### config.mk
export PLATFORM = sky130hd
export DESIGN_NAME = air_pressure_hysteresis_guard_flat
export DESIGN_NICKNAME = d
export VERILOG_FILES = /design/src/design/apg_pkg.sv /design/src/design/apg_if.sv /design/src/design/air_pressure_hysteresis_guard.sv /design/src/design/apg_step.sv /design/src/flat_wrapper.sv
export VERILOG_INCLUDE_DIRS = /design/src /design/src/design
export SDC_FILE = /design/constraint.sdc
export NUM_CORES = 1
export LEC_CHECK = 0
export ABC_AREA = 1
export BUFFER_PORTS_ARGS = -buffer_cell sky130_fd_sc_hd__buf_2
export CORE_UTILIZATION = 50
export DETAILED_ROUTE_END_ITERATION = 6
export PLACE_DENSITY = 0.72
export SYNTH_ARGS = -nofsm -noshare
export SYNTH_HDL_FRONTEND = slang
export SYNTH_HIERARCHICAL = 1
export SYNTH_SLANG_ARGS = --single-unit
### constraint.sdc
create_clock -name clk_i -period 14.4 [get_ports clk_i]
set_input_delay 2.16 -clock clk_i [delete_from_list [all_inputs] [get_ports clk_i]]
set_output_delay 2.16 -clock clk_i [all_outputs]
set_load 0.05 [all_outputs]
### src/design/air_pressure_hysteresis_guard_assert.svh
// ----------------------------------------------------------------------------
// air pressure hysteresis guard assertion macros
// concurrent checks clocked on clk_i, off while rst_ni is low
// ----------------------------------------------------------------------------
`ifndef AIR_PRESSURE_HYSTERESIS_GUARD_ASSERT_SVH
`define AIR_PRESSURE_HYSTERESIS_GUARD_ASSERT_SVH

// antecedent implies consequent in the same cycle
`define APG_ASSERT_SAME(lbl, ante, cons) \
  lbl: assert property (@(posedge clk_i) disable iff (!rst_ni) (ante) |-> (cons)) \
    else $error("same-cycle check failed");

// antecedent implies consequent in the next cycle
`define APG_ASSERT_NEXT(lbl, ante, cons) \
  lbl: assert property (@(posedge clk_i) disable iff (!rst_ni) (ante) |=> (cons)) \
    else $error("next-cycle check failed");

`endif

### src/design/apg_pkg.sv
// ----------------------------------------------------------------------------
// apg_pkg
// types and constants shared by the air pressure hysteresis guard
// ----------------------------------------------------------------------------
package apg_pkg;

  localparam int unsigned CfgIdxW = 4;

  // register reset values
  localparam logic [14:0] DefMinRst     = 15'd256;
  localparam logic [14:0] DefMaxRst     = 15'd512;
  localparam logic [14:0] DefReliefRst  = 15'd640;
  localparam logic [14:0] CloseLevelRst = 15'd576;
  localparam logic [15:0] BattLowRst    = 16'd3300;
  localparam logic [31:0] TimeoutRst    = 32'd5000;
  localparam logic [7:0]  ErrLimitRst   = 8'd5;
  localparam logic [15:0] SpeedRst      = 16'd32768;
  localparam logic [7:0]  ErrCntMax     = 8'd255;

  typedef enum logic [CfgIdxW-1:0] {
    CFG_DEF_MIN     = 4'd0,
    CFG_DEF_MAX     = 4'd1,
    CFG_DEF_RELIEF  = 4'd2,
    CFG_CLOSE_LEVEL = 4'd3,
    CFG_BATT_LOW    = 4'd4,
    CFG_TIMEOUT     = 4'd5,
    CFG_ERR_LIMIT   = 4'd6,
    CFG_SPEED       = 4'd7
  } cfg_idx_e;

  typedef struct packed {
    logic               action;
    logic [31:0]        now_ms;
    logic signed [15:0] pressure;
    logic [15:0]        battery_mv;
    logic               load_thresholds;
    logic [14:0]        new_pressure_min;
    logic [14:0]        new_pressure_max;
    logic [14:0]        new_pressure_relief;
  } item_t;

  typedef struct packed {
    logic        compressor_running;
    logic        valve_opened;
    logic        fault;
    logic [15:0] speed_command;
    logic        defaults_restored;
  } result_t;

  typedef struct packed {
    logic [CfgIdxW-1:0] index;
    logic [31:0]        wdata;
  } cfg_wr_t;

  typedef struct packed {
    logic [14:0] default_pressure_min;
    logic [14:0] default_pressure_max;
    logic [14:0] default_pressure_relief;
    logic [14:0] relief_close_level;
    logic [15:0] battery_low_mv;
    logic [31:0] link_timeout_ms;
    logic [7:0]  sensor_error_limit;
    logic [15:0] compressor_speed;
  } cfg_t;

  typedef struct packed {
    logic [14:0] active_min;
    logic [14:0] active_max;
    logic [14:0] active_relief;
    logic        compressor;
    logic        valve;
    logic        fault;
    logic        packet_seen;
    logic [7:0]  err_cnt;
    logic [31:0] last_packet_ms;
  } state_t;

endpackage

### src/design/apg_if.sv
// ----------------------------------------------------------------------------
// apg_if
// valid/ready channels for items, results and register writes
// ----------------------------------------------------------------------------
interface apg_item_if import apg_pkg::*; ();
  logic  valid;
  logic  ready;
  item_t data;
  modport source (output valid, output data, input ready);
  modport sink (input valid, input data, output ready);
endinterface

interface apg_result_if import apg_pkg::*; ();
  logic    valid;
  logic    ready;
  result_t data;
  modport source (output valid, output data, input ready);
  modport sink (input valid, input data, output ready);
endinterface

interface apg_cfg_if import apg_pkg::*; ();
  logic    valid;
  logic    ready;
  cfg_wr_t data;
  modport source (output valid, output data, input ready);
  modport sink (input valid, input data, output ready);
endinterface

### src/design/air_pressure_hysteresis_guard.sv
// ----------------------------------------------------------------------------
// air_pressure_hysteresis_guard
// pipeline: item transaction, input reg, result reg, result transaction
// throughput: 1 item per cycle unless a result waits unread with result_o.ready low
// reset: registers take their default values, thresholds load the defaults,
// compressor, valve, fault, error count and packet timer clear; pipe empties
// bang-bang air pump controller with relief valve and sensor fault guard
// ----------------------------------------------------------------------------
module air_pressure_hysteresis_guard import apg_pkg::*; (
  input  logic clk_i,
  input  logic rst_ni,
  apg_cfg_if.sink      cfg_i,
  apg_item_if.sink     item_i,
  apg_result_if.source result_o
);

  // configuration registers, always ready
  cfg_t cfg_q;

  assign cfg_i.ready = 1'b1;

  always_ff @(posedge clk_i or negedge rst_ni) begin
    if (!rst_ni) begin
      cfg_q.default_pressure_min    <= DefMinRst;
      cfg_q.default_pressure_max    <= DefMaxRst;
      cfg_q.default_pressure_relief <= DefReliefRst;
      cfg_q.relief_close_level      <= CloseLevelRst;
      cfg_q.battery_low_mv          <= BattLowRst;
      cfg_q.link_timeout_ms         <= TimeoutRst;
      cfg_q.sensor_error_limit      <= ErrLimitRst;
      cfg_q.compressor_speed        <= SpeedRst;
    end else if (cfg_i.valid) begin
      case (cfg_i.data.index)
        CFG_DEF_MIN:     cfg_q.default_pressure_min    <= cfg_i.data.wdata[14:0];
        CFG_DEF_MAX:     cfg_q.default_pressure_max    <= cfg_i.data.wdata[14:0];
        CFG_DEF_RELIEF:  cfg_q.default_pressure_relief <= cfg_i.data.wdata[14:0];
        CFG_CLOSE_LEVEL: cfg_q.relief_close_level      <= cfg_i.data.wdata[14:0];
        CFG_BATT_LOW:    cfg_q.battery_low_mv          <= cfg_i.data.wdata[15:0];
        CFG_TIMEOUT:     cfg_q.link_timeout_ms         <= cfg_i.data.wdata;
        CFG_ERR_LIMIT:   cfg_q.sensor_error_limit      <= cfg_i.data.wdata[7:0];
        CFG_SPEED:       cfg_q.compressor_speed        <= cfg_i.data.wdata[15:0];
        default: ; // indexes past the register list are dropped
      endcase
    end
  end

  // pipeline control: the whole pipe advances unless a result waits unread
  logic  stg_vld_q;
  item_t stg_item_q;
  logic  res_vld_q;
  result_t res_q;
  logic  advance;
  logic  item_acc;
  logic  step_fire;

  assign advance        = !res_vld_q || result_o.ready;
  assign item_i.ready   = !stg_vld_q || advance;
  assign item_acc       = item_i.valid && item_i.ready;
  assign step_fire      = stg_vld_q && advance;

  // input register
  always_ff @(posedge clk_i or negedge rst_ni) begin
    if (!rst_ni) begin
      stg_vld_q <= 1'b0;
    end else if (item_i.ready) begin
      stg_vld_q <= item_i.valid;
    end
  end

  always_ff @(posedge clk_i) begin
    if (item_acc) begin
      stg_item_q <= item_i.data;
    end
  end

  // controller state, updated once per item as it leaves the input register
  state_t  st_q;
  state_t  st_d;
  result_t res_d;

  apg_step u_step (
    .item_i   (stg_item_q),
    .state_i  (st_q),
    .cfg_i    (cfg_q),
    .state_o  (st_d),
    .result_o (res_d)
  );

  always_ff @(posedge clk_i or negedge rst_ni) begin
    if (!rst_ni) begin
      st_q.active_min     <= DefMinRst;
      st_q.active_max     <= DefMaxRst;
      st_q.active_relief  <= DefReliefRst;
      st_q.compressor     <= 1'b0;
      st_q.valve          <= 1'b0;
      st_q.fault          <= 1'b0;
      st_q.packet_seen    <= 1'b0;
      st_q.err_cnt        <= '0;
      st_q.last_packet_ms <= '0;
    end else if (step_fire) begin
      st_q <= st_d;
    end
  end

  // result register, holds a telemetry word until the sink takes it
  always_ff @(posedge clk_i or negedge rst_ni) begin
    if (!rst_ni) begin
      res_vld_q <= 1'b0;
    end else if (advance) begin
      res_vld_q <= stg_vld_q;
    end
  end

  always_ff @(posedge clk_i) begin
    if (step_fire) begin
      res_q <= res_d;
    end
  end

  assign result_o.valid = res_vld_q;
  assign result_o.data  = res_q;

  // checks
  `include "air_pressure_hysteresis_guard_assert.svh"

  // the relief path always stops the compressor, so both are never on
  `APG_ASSERT_SAME(a_pump_valve_excl, 1'b1, !(st_q.compressor && st_q.valve))
  // a staged item always lands in the result register
  `APG_ASSERT_NEXT(a_stage_to_result, step_fire, res_vld_q)
  // speed is only commanded while running
  `APG_ASSERT_SAME(a_speed_only_running, res_vld_q && !res_q.compressor_running,
    res_q.speed_command == '0)

endmodule

### src/design/apg_step.sv
// ----------------------------------------------------------------------------
// apg_step
// next controller state and telemetry for one item
// ----------------------------------------------------------------------------
module apg_step import apg_pkg::*; (
  input  item_t   item_i,
  input  state_t  state_i,
  input  cfg_t    cfg_i,
  output state_t  state_o,
  output result_t result_o
);

  logic [31:0] elapsed;
  logic [7:0]  cnt_inc;
  logic [14:0] p_mag;
  logic        restored;
  state_t      st;

  assign elapsed = item_i.now_ms - state_i.last_packet_ms;
  assign cnt_inc = (state_i.err_cnt != ErrCntMax) ? state_i.err_cnt + 8'd1 : state_i.err_cnt;
  assign p_mag   = item_i.pressure[14:0];

  always_comb begin
    st       = state_i;
    restored = 1'b0;
    if (item_i.action) begin
      st.last_packet_ms = item_i.now_ms;
      st.packet_seen    = 1'b1;
      if (item_i.load_thresholds) begin
        st.active_min    = item_i.new_pressure_min;
        st.active_max    = item_i.new_pressure_max;
        st.active_relief = item_i.new_pressure_relief;
      end
    end else if (item_i.pressure[15]) begin
      // bad sensor reading
      st.err_cnt = cnt_inc;
      if (cnt_inc >= cfg_i.sensor_error_limit) begin
        st.fault      = 1'b1;
        st.compressor = 1'b0;
        st.valve      = 1'b0;
      end
    end else begin
      st.err_cnt = '0;
      if (state_i.packet_seen && (elapsed > cfg_i.link_timeout_ms)) begin
        st.active_min    = cfg_i.default_pressure_min;
        st.active_max    = cfg_i.default_pressure_max;
        st.active_relief = cfg_i.default_pressure_relief;
        restored         = 1'b1;
      end
      st.fault = 1'b0;
      if (p_mag >= st.active_relief) begin
        st.valve      = 1'b1;
        st.compressor = 1'b0;
      end else begin
        if (st.valve && (p_mag <= cfg_i.relief_close_level)) begin
          st.valve = 1'b0;
        end
        if (!st.valve) begin
          if ((p_mag < st.active_min) && !st.compressor) begin
            st.compressor = 1'b1;
          end else if ((p_mag >= st.active_max) && st.compressor) begin
            st.compressor = 1'b0;
          end
        end
        if ((item_i.battery_mv != '0) && (item_i.battery_mv < cfg_i.battery_low_mv)) begin
          st.compressor = 1'b0;
          st.fault      = 1'b1;
        end
      end
    end
  end

  assign state_o                     = st;
  assign result_o.compressor_running = st.compressor;
  assign result_o.valve_opened       = st.valve;
  assign result_o.fault              = st.fault;
  assign result_o.speed_command      = st.compressor ? cfg_i.compressor_speed : '0;
  assign result_o.defaults_restored  = restored;

endmodule

### src/flat_wrapper.sv
// flat-port wrapper written by rule: the top's interface ports become plain ports
module air_pressure_hysteresis_guard_flat import apg_pkg::*;
  (clk_i, rst_ni, cfg_i_valid, cfg_i_data, cfg_i_ready, item_i_valid, item_i_data, item_i_ready, result_o_valid, result_o_data, result_o_ready);
  apg_cfg_if cfg_i_i ();
  apg_item_if item_i_i ();
  apg_result_if result_o_i ();
  input  logic clk_i;
  input  logic rst_ni;
  input wire logic [$bits(cfg_i_i.valid)-1:0] cfg_i_valid;
  input wire logic [$bits(cfg_i_i.data)-1:0] cfg_i_data;
  output wire logic [$bits(cfg_i_i.ready)-1:0] cfg_i_ready;
  input wire logic [$bits(item_i_i.valid)-1:0] item_i_valid;
  input wire logic [$bits(item_i_i.data)-1:0] item_i_data;
  output wire logic [$bits(item_i_i.ready)-1:0] item_i_ready;
  output wire logic [$bits(result_o_i.valid)-1:0] result_o_valid;
  output wire logic [$bits(result_o_i.data)-1:0] result_o_data;
  input wire logic [$bits(result_o_i.ready)-1:0] result_o_ready;
  assign cfg_i_i.valid = cfg_i_valid;
  assign cfg_i_i.data = cfg_i_data;
  assign cfg_i_ready = cfg_i_i.ready;
  assign item_i_i.valid = item_i_valid;
  assign item_i_i.data = item_i_data;
  assign item_i_ready = item_i_i.ready;
  assign result_o_valid = result_o_i.valid;
  assign result_o_data = result_o_i.data;
  assign result_o_i.ready = result_o_ready;
  air_pressure_hysteresis_guard u_core (.clk_i(clk_i), .rst_ni(rst_ni), .cfg_i(cfg_i_i), .item_i(item_i_i), .result_o(result_o_i));
endmodule
-- Word level (Yosys, flattened, before mapping)
Index checks and enable logic that the tools add are counted.
- input bits: 152
- output and inout port bits: 23
- logic and storage cells: 101
- register bits: 354
- add/subtract/negate cells: 2
- mux-type cells: 23
- equal/unequal tests: 10
- order comparisons: 7
- bitwise logic cells: 1
- reduce and logical (&&, ||, !) cells: 26
- operator list (kind ; number):
    45-bit two-way mux ; 6
    32-bit greater-than comparator ; 1
    32-bit subtractor ; 1
    15-bit greater-or-equal comparator ; 2
    2-bit AND reduction ; 10
    4-bit by 3-bit == test with 1-bit output, second input constant ; 4
    16-bit less-than comparator ; 1
    8-bit two-way mux ; 2
    16-bit nonzero test ; 1
    15-bit less-or-equal comparator ; 1
    15-bit less-than comparator ; 1
    1-bit two-way mux ; 11
    3-bit two-way mux ; 3
    8-bit by 1-bit adder with 8-bit output, second input constant ; 1
    4-bit by 2-bit == test with 1-bit output, second input constant ; 2
    8-bit greater-or-equal comparator ; 1
    8-bit != test, second input constant ; 1
    1-bit logical AND ; 7
    4-bit by 1-bit == test with 1-bit output, second input constant ; 1
    4-bit logical NOT ; 1
    1-bit logical NOT ; 3
    3-bit AND reduction ; 1
    1-bit logical OR ; 2
    2-bit two-way mux ; 1
    4 further kinds ; 4

-- Depth between registers and ports, before layout
- depth in word-level cells: 15
- mapped depth: 47

-- Modules after synthesis
Netlist, hierarchy kept.
- modules (own cells, without submodules) (module ; area each (sq um) ; instances ; cells an instance):
    air_pressure_hysteresis_guard ; 12680.9 ; 1 ; 1121
    apg_step ; 6875.3 ; 1 ; 1177

-- Least setup slack after synthesis
Ideal clock, no wire load.
- kind: reg-to-reg
- start point: reg u_core/stg_item_q[78] (netlist bit)
- end point: reg u_core/st_q[43] (netlist bit)
- path buffers: 4
- stages on the path, launching flop included: 44
- library setup time: 0.066 ns
- arrival: 5.395 ns
- slack: 8.939 ns
- period minus slack after synthesis: 5.461 ns
- cells stage by stage: edfxtp_1 -> inv_1 -> ha_1 -> inv_1 -> fa_1 -> a21oi_1 -> o21bai_1 -> nand3b_1 -> o211ai_1 -> nand2_1 -> inv_1 -> nor2_1 -> nor2_1 -> nor2_1 -> o21ai_0 -> xor2_1 -> ha_1 -> nand2_1 -> (+8 left out) -> o21ai_0 -> ha_1 -> a21oi_1 -> o21ai_0 -> a21o_1 -> a21oi_1 -> o21ai_0 -> nand2_1 -> o311ai_0 -> nor2_1 -> nand2_1 -> inv_1 -> nand2_4 -> buf_8 -> nand2_1 -> buf_4 -> nand2_1 -> nand2_1
- RTL lines (element ; line ; RTL):
    start, declared ; air_pressure_hysteresis_guard.sv:49 ; item_t stg_item_q;
    start signal, assigned ; air_pressure_hysteresis_guard.sv:72 ; stg_item_q <= item_i.data;
    end signal, assigned ; air_pressure_hysteresis_guard.sv:101 ; st_q <= st_d;
    end, declared ; air_pressure_hysteresis_guard.sv:77 ; state_t st_q;

==> impl_metrics.json <==
{
  "finalCriticalPeriod_ns": 6.73,
  "drc_errors": 2,
  "drt_first_pass_iters": 7,
  "die_h_um": 200,
  "ys_seq_elements": 354,
  "vias": 16400,
  "synth_edf_count": 131,
  "cap_violations": 0,
  "clockBufferDepth": 3,
  "syn_area_um2": 19600,
  "peakVddDrop_uv": 106,
  "dp_cells": 2901,
  "fin_crit_sh_pct": 46.8,
  "syn-mean-instance-area_um2": 8.51,
  "track_usage_pct": 27.6,
  "cts_buffers": 41,
  "fin_cells": 2979,
  "outcome": "complete, but fails checks",
  "worstSetupStartpointType": "register",
  "crit_fanout": 88,
  "fmax_mhz": 149,
  "ant_nets": 0,
  "root_buffer": "clkbuf_16",
  "numClockSinks": 354,
  "portBuffers": 173,
  "holdWs_ns": 0.463,
  "ys.flop_type": "dfrtp_1",
  "synth_fp_nets": 2597,
  "drv_slew": 0,
  "h-tree-depth": 2,
  "fin_util_pct": 57.1,
  "required_ns": 14.67,
  "setup_tns_ns": 0,
  "top_usage_layer": "met2",
  "critPathArrivalTime_ns": 7.01,
  "grt_pass1_wl_um": 84500,
  "clk_pin_slew_ns": 0.06,
  "grt_pass1_vias": 15700,
  "drt-initial-drc-count": 1383,
  "hold_viol": 0,
  "start_util_pct": 50.6,
  "rsz0062_at_grt": "false",
  "grt_overflow_total": 0,
  "power_mw": 4.12,
  "dpl_worst_slack_ns": 7.80,
  "hp-class": "register to register",
  "dp_hpwl_um": 36500,
  "final_cell_mix": "nand2_1, inv_1, dfrtp_1",
  "yosysWarnings": 6,
  "insertion_delay_ns": 0.56,
  "slowest_stage": "o311ai_0",
  "num_io_pins": 175,
  "fp.coreArea_um2": 38600,
  "cts_setup_buffers": 0,
  "routed_via_density": 5.51,
  "syn2layout_area_growth_pct": 12.8,
  "slowest_delay_ns": 0.66,
  "grt_max_degree": 96,
  "drive_gt1_share_pct": 13.0,
  "layout.nets": 2725,
  "core.rowCount": 72,
  "gp_routability_congestion": 0.934,
  "ys_seq_area_share_pct": 48.8,
  "powerDensity_nw_per_um2": 187,
  "cts_resized": 0,
  "violations": "design-rule violations",
  "power_leakage_nw": 10.9,
  "fin_ws_ns": 7.67,
  "route.detailed.wl_per_inst_um": 18.1,
  "max-slew-margin-rel_pct": 27.6,
  "met3_usage_pct": 5.38,
  "die_x_um": 200,
  "syn_inst": 2298,
  "layout_commonest_cell": "nand2_1",
  "worst_pin_slew_ns": 1.08,
  "wirelength_um": 54000,
  "setup.worst_path.class": "register to register",
  "setup_viol": 0,
  "synth.distinct_cells": 53,
  "cts_tree": "yes",
  "fin_area_um2": 22000,
  "use_met2_pct": 44.8,
  "antenna_found_initial": 5,
  "use_met1_pct": 36.9,
  "endpoint_kind": "register",
  "async_reset_ff_share_pct": 63.0,
  "crit_top_cell": "inv_1",
  "finalClockSkew_ns": 0.0171,
  "placed_area_um2": 20700,
  "cts_hold_buf": 0,
  "die_area_um2": 39900
}
## worst max-delay path, delay by kind of cell, from the launching register on
kind,cells,cell delay [ns]
simple gates,15,2.36
xor+xnor,1,0.18
compound gates,8,1.86
buf+inv,6,0.40
flops,1,0.35
fa+ha+maj,4,1.20
## final cells by class
class | count | area, um2
Tap cell | 518 | 648
Multi-Input combinational cell | 1576 | 8570
Sequential cell | 354 | 9540
Clock inverter | 26 | 244
Clock buffer | 49 | 1060
Timing Repair Buffer | 186 | 973
Fill cell | 3406 | 16600
Antenna cell | 3 | 7.51
Inverter | 267 | 1010
## power breakdown
group,total (mW),switching [mW],internal (mW)
sequential,1.39,0.121,1.27
combinational,1.71,1.11,0.604
clock,1.02,0.418,0.597
total,4.12,1.65,2.47
## flip-flops by register name (all words and copies together), names as in the netlist
name                   flops
u_core/result_o.valid      1
u_core/result_o.data      20
u_core/st_q               89
u_core/stg_item_q        111
u_core/stg_vld_q           1
u_core/cfg_q             132
## final timing paths
check	startpoint	to	slack, ns	cells past startpoint
worst max-delay path	u_core/stg_item_q[78]	u_core/result_o.data[19]	7.67	34
worst min-delay path	u_core/cfg_q[78]	u_core/cfg_q[78]	0.46	2
worst max register to register	u_core/stg_item_q[78]	u_core/result_o.data[19]	7.67	34
worst min register to register	u_core/cfg_q[78]	u_core/cfg_q[78]	0.46	2
max in group asynchronous	rst_ni	u_core/cfg_q[79]	11.26	2
min in group asynchronous	rst_ni	u_core/st_q[73]	1.64	1
## cells in the mapped netlist (all sizes together), types with 24 or more instances
cell type,n,area [um2]
a21oi,112,594
buf,42,228
clkbuf,59,221
dfrtp,199,4980
dfstp,24,631
edfxtp,131,3930
ha,146,1830
inv,267,1000
nand2,827,3140
nand3,94,495
nand4,64,400
nor2,68,293
o21ai,119,596
o221ai,43,377
xor2,28,245
## routing by layer
layer,share of wire [%],vias to the layer above
met5,0.059,-
met4,2.8,4
met3,7.5,107
met2,46,645
met1,44,7833
li1,-,7838
## logic make-up after synthesis
group | share of synthesized area [%]
fa+ha+maj | 9.44
xor+xnor | 1.57
other cells | 0.0192
compound gates | 9.99
simple gates | 22.8
flops | 48.8
buf+inv | 7.42
Note: power is estimated with default switching activity, not from simulation.
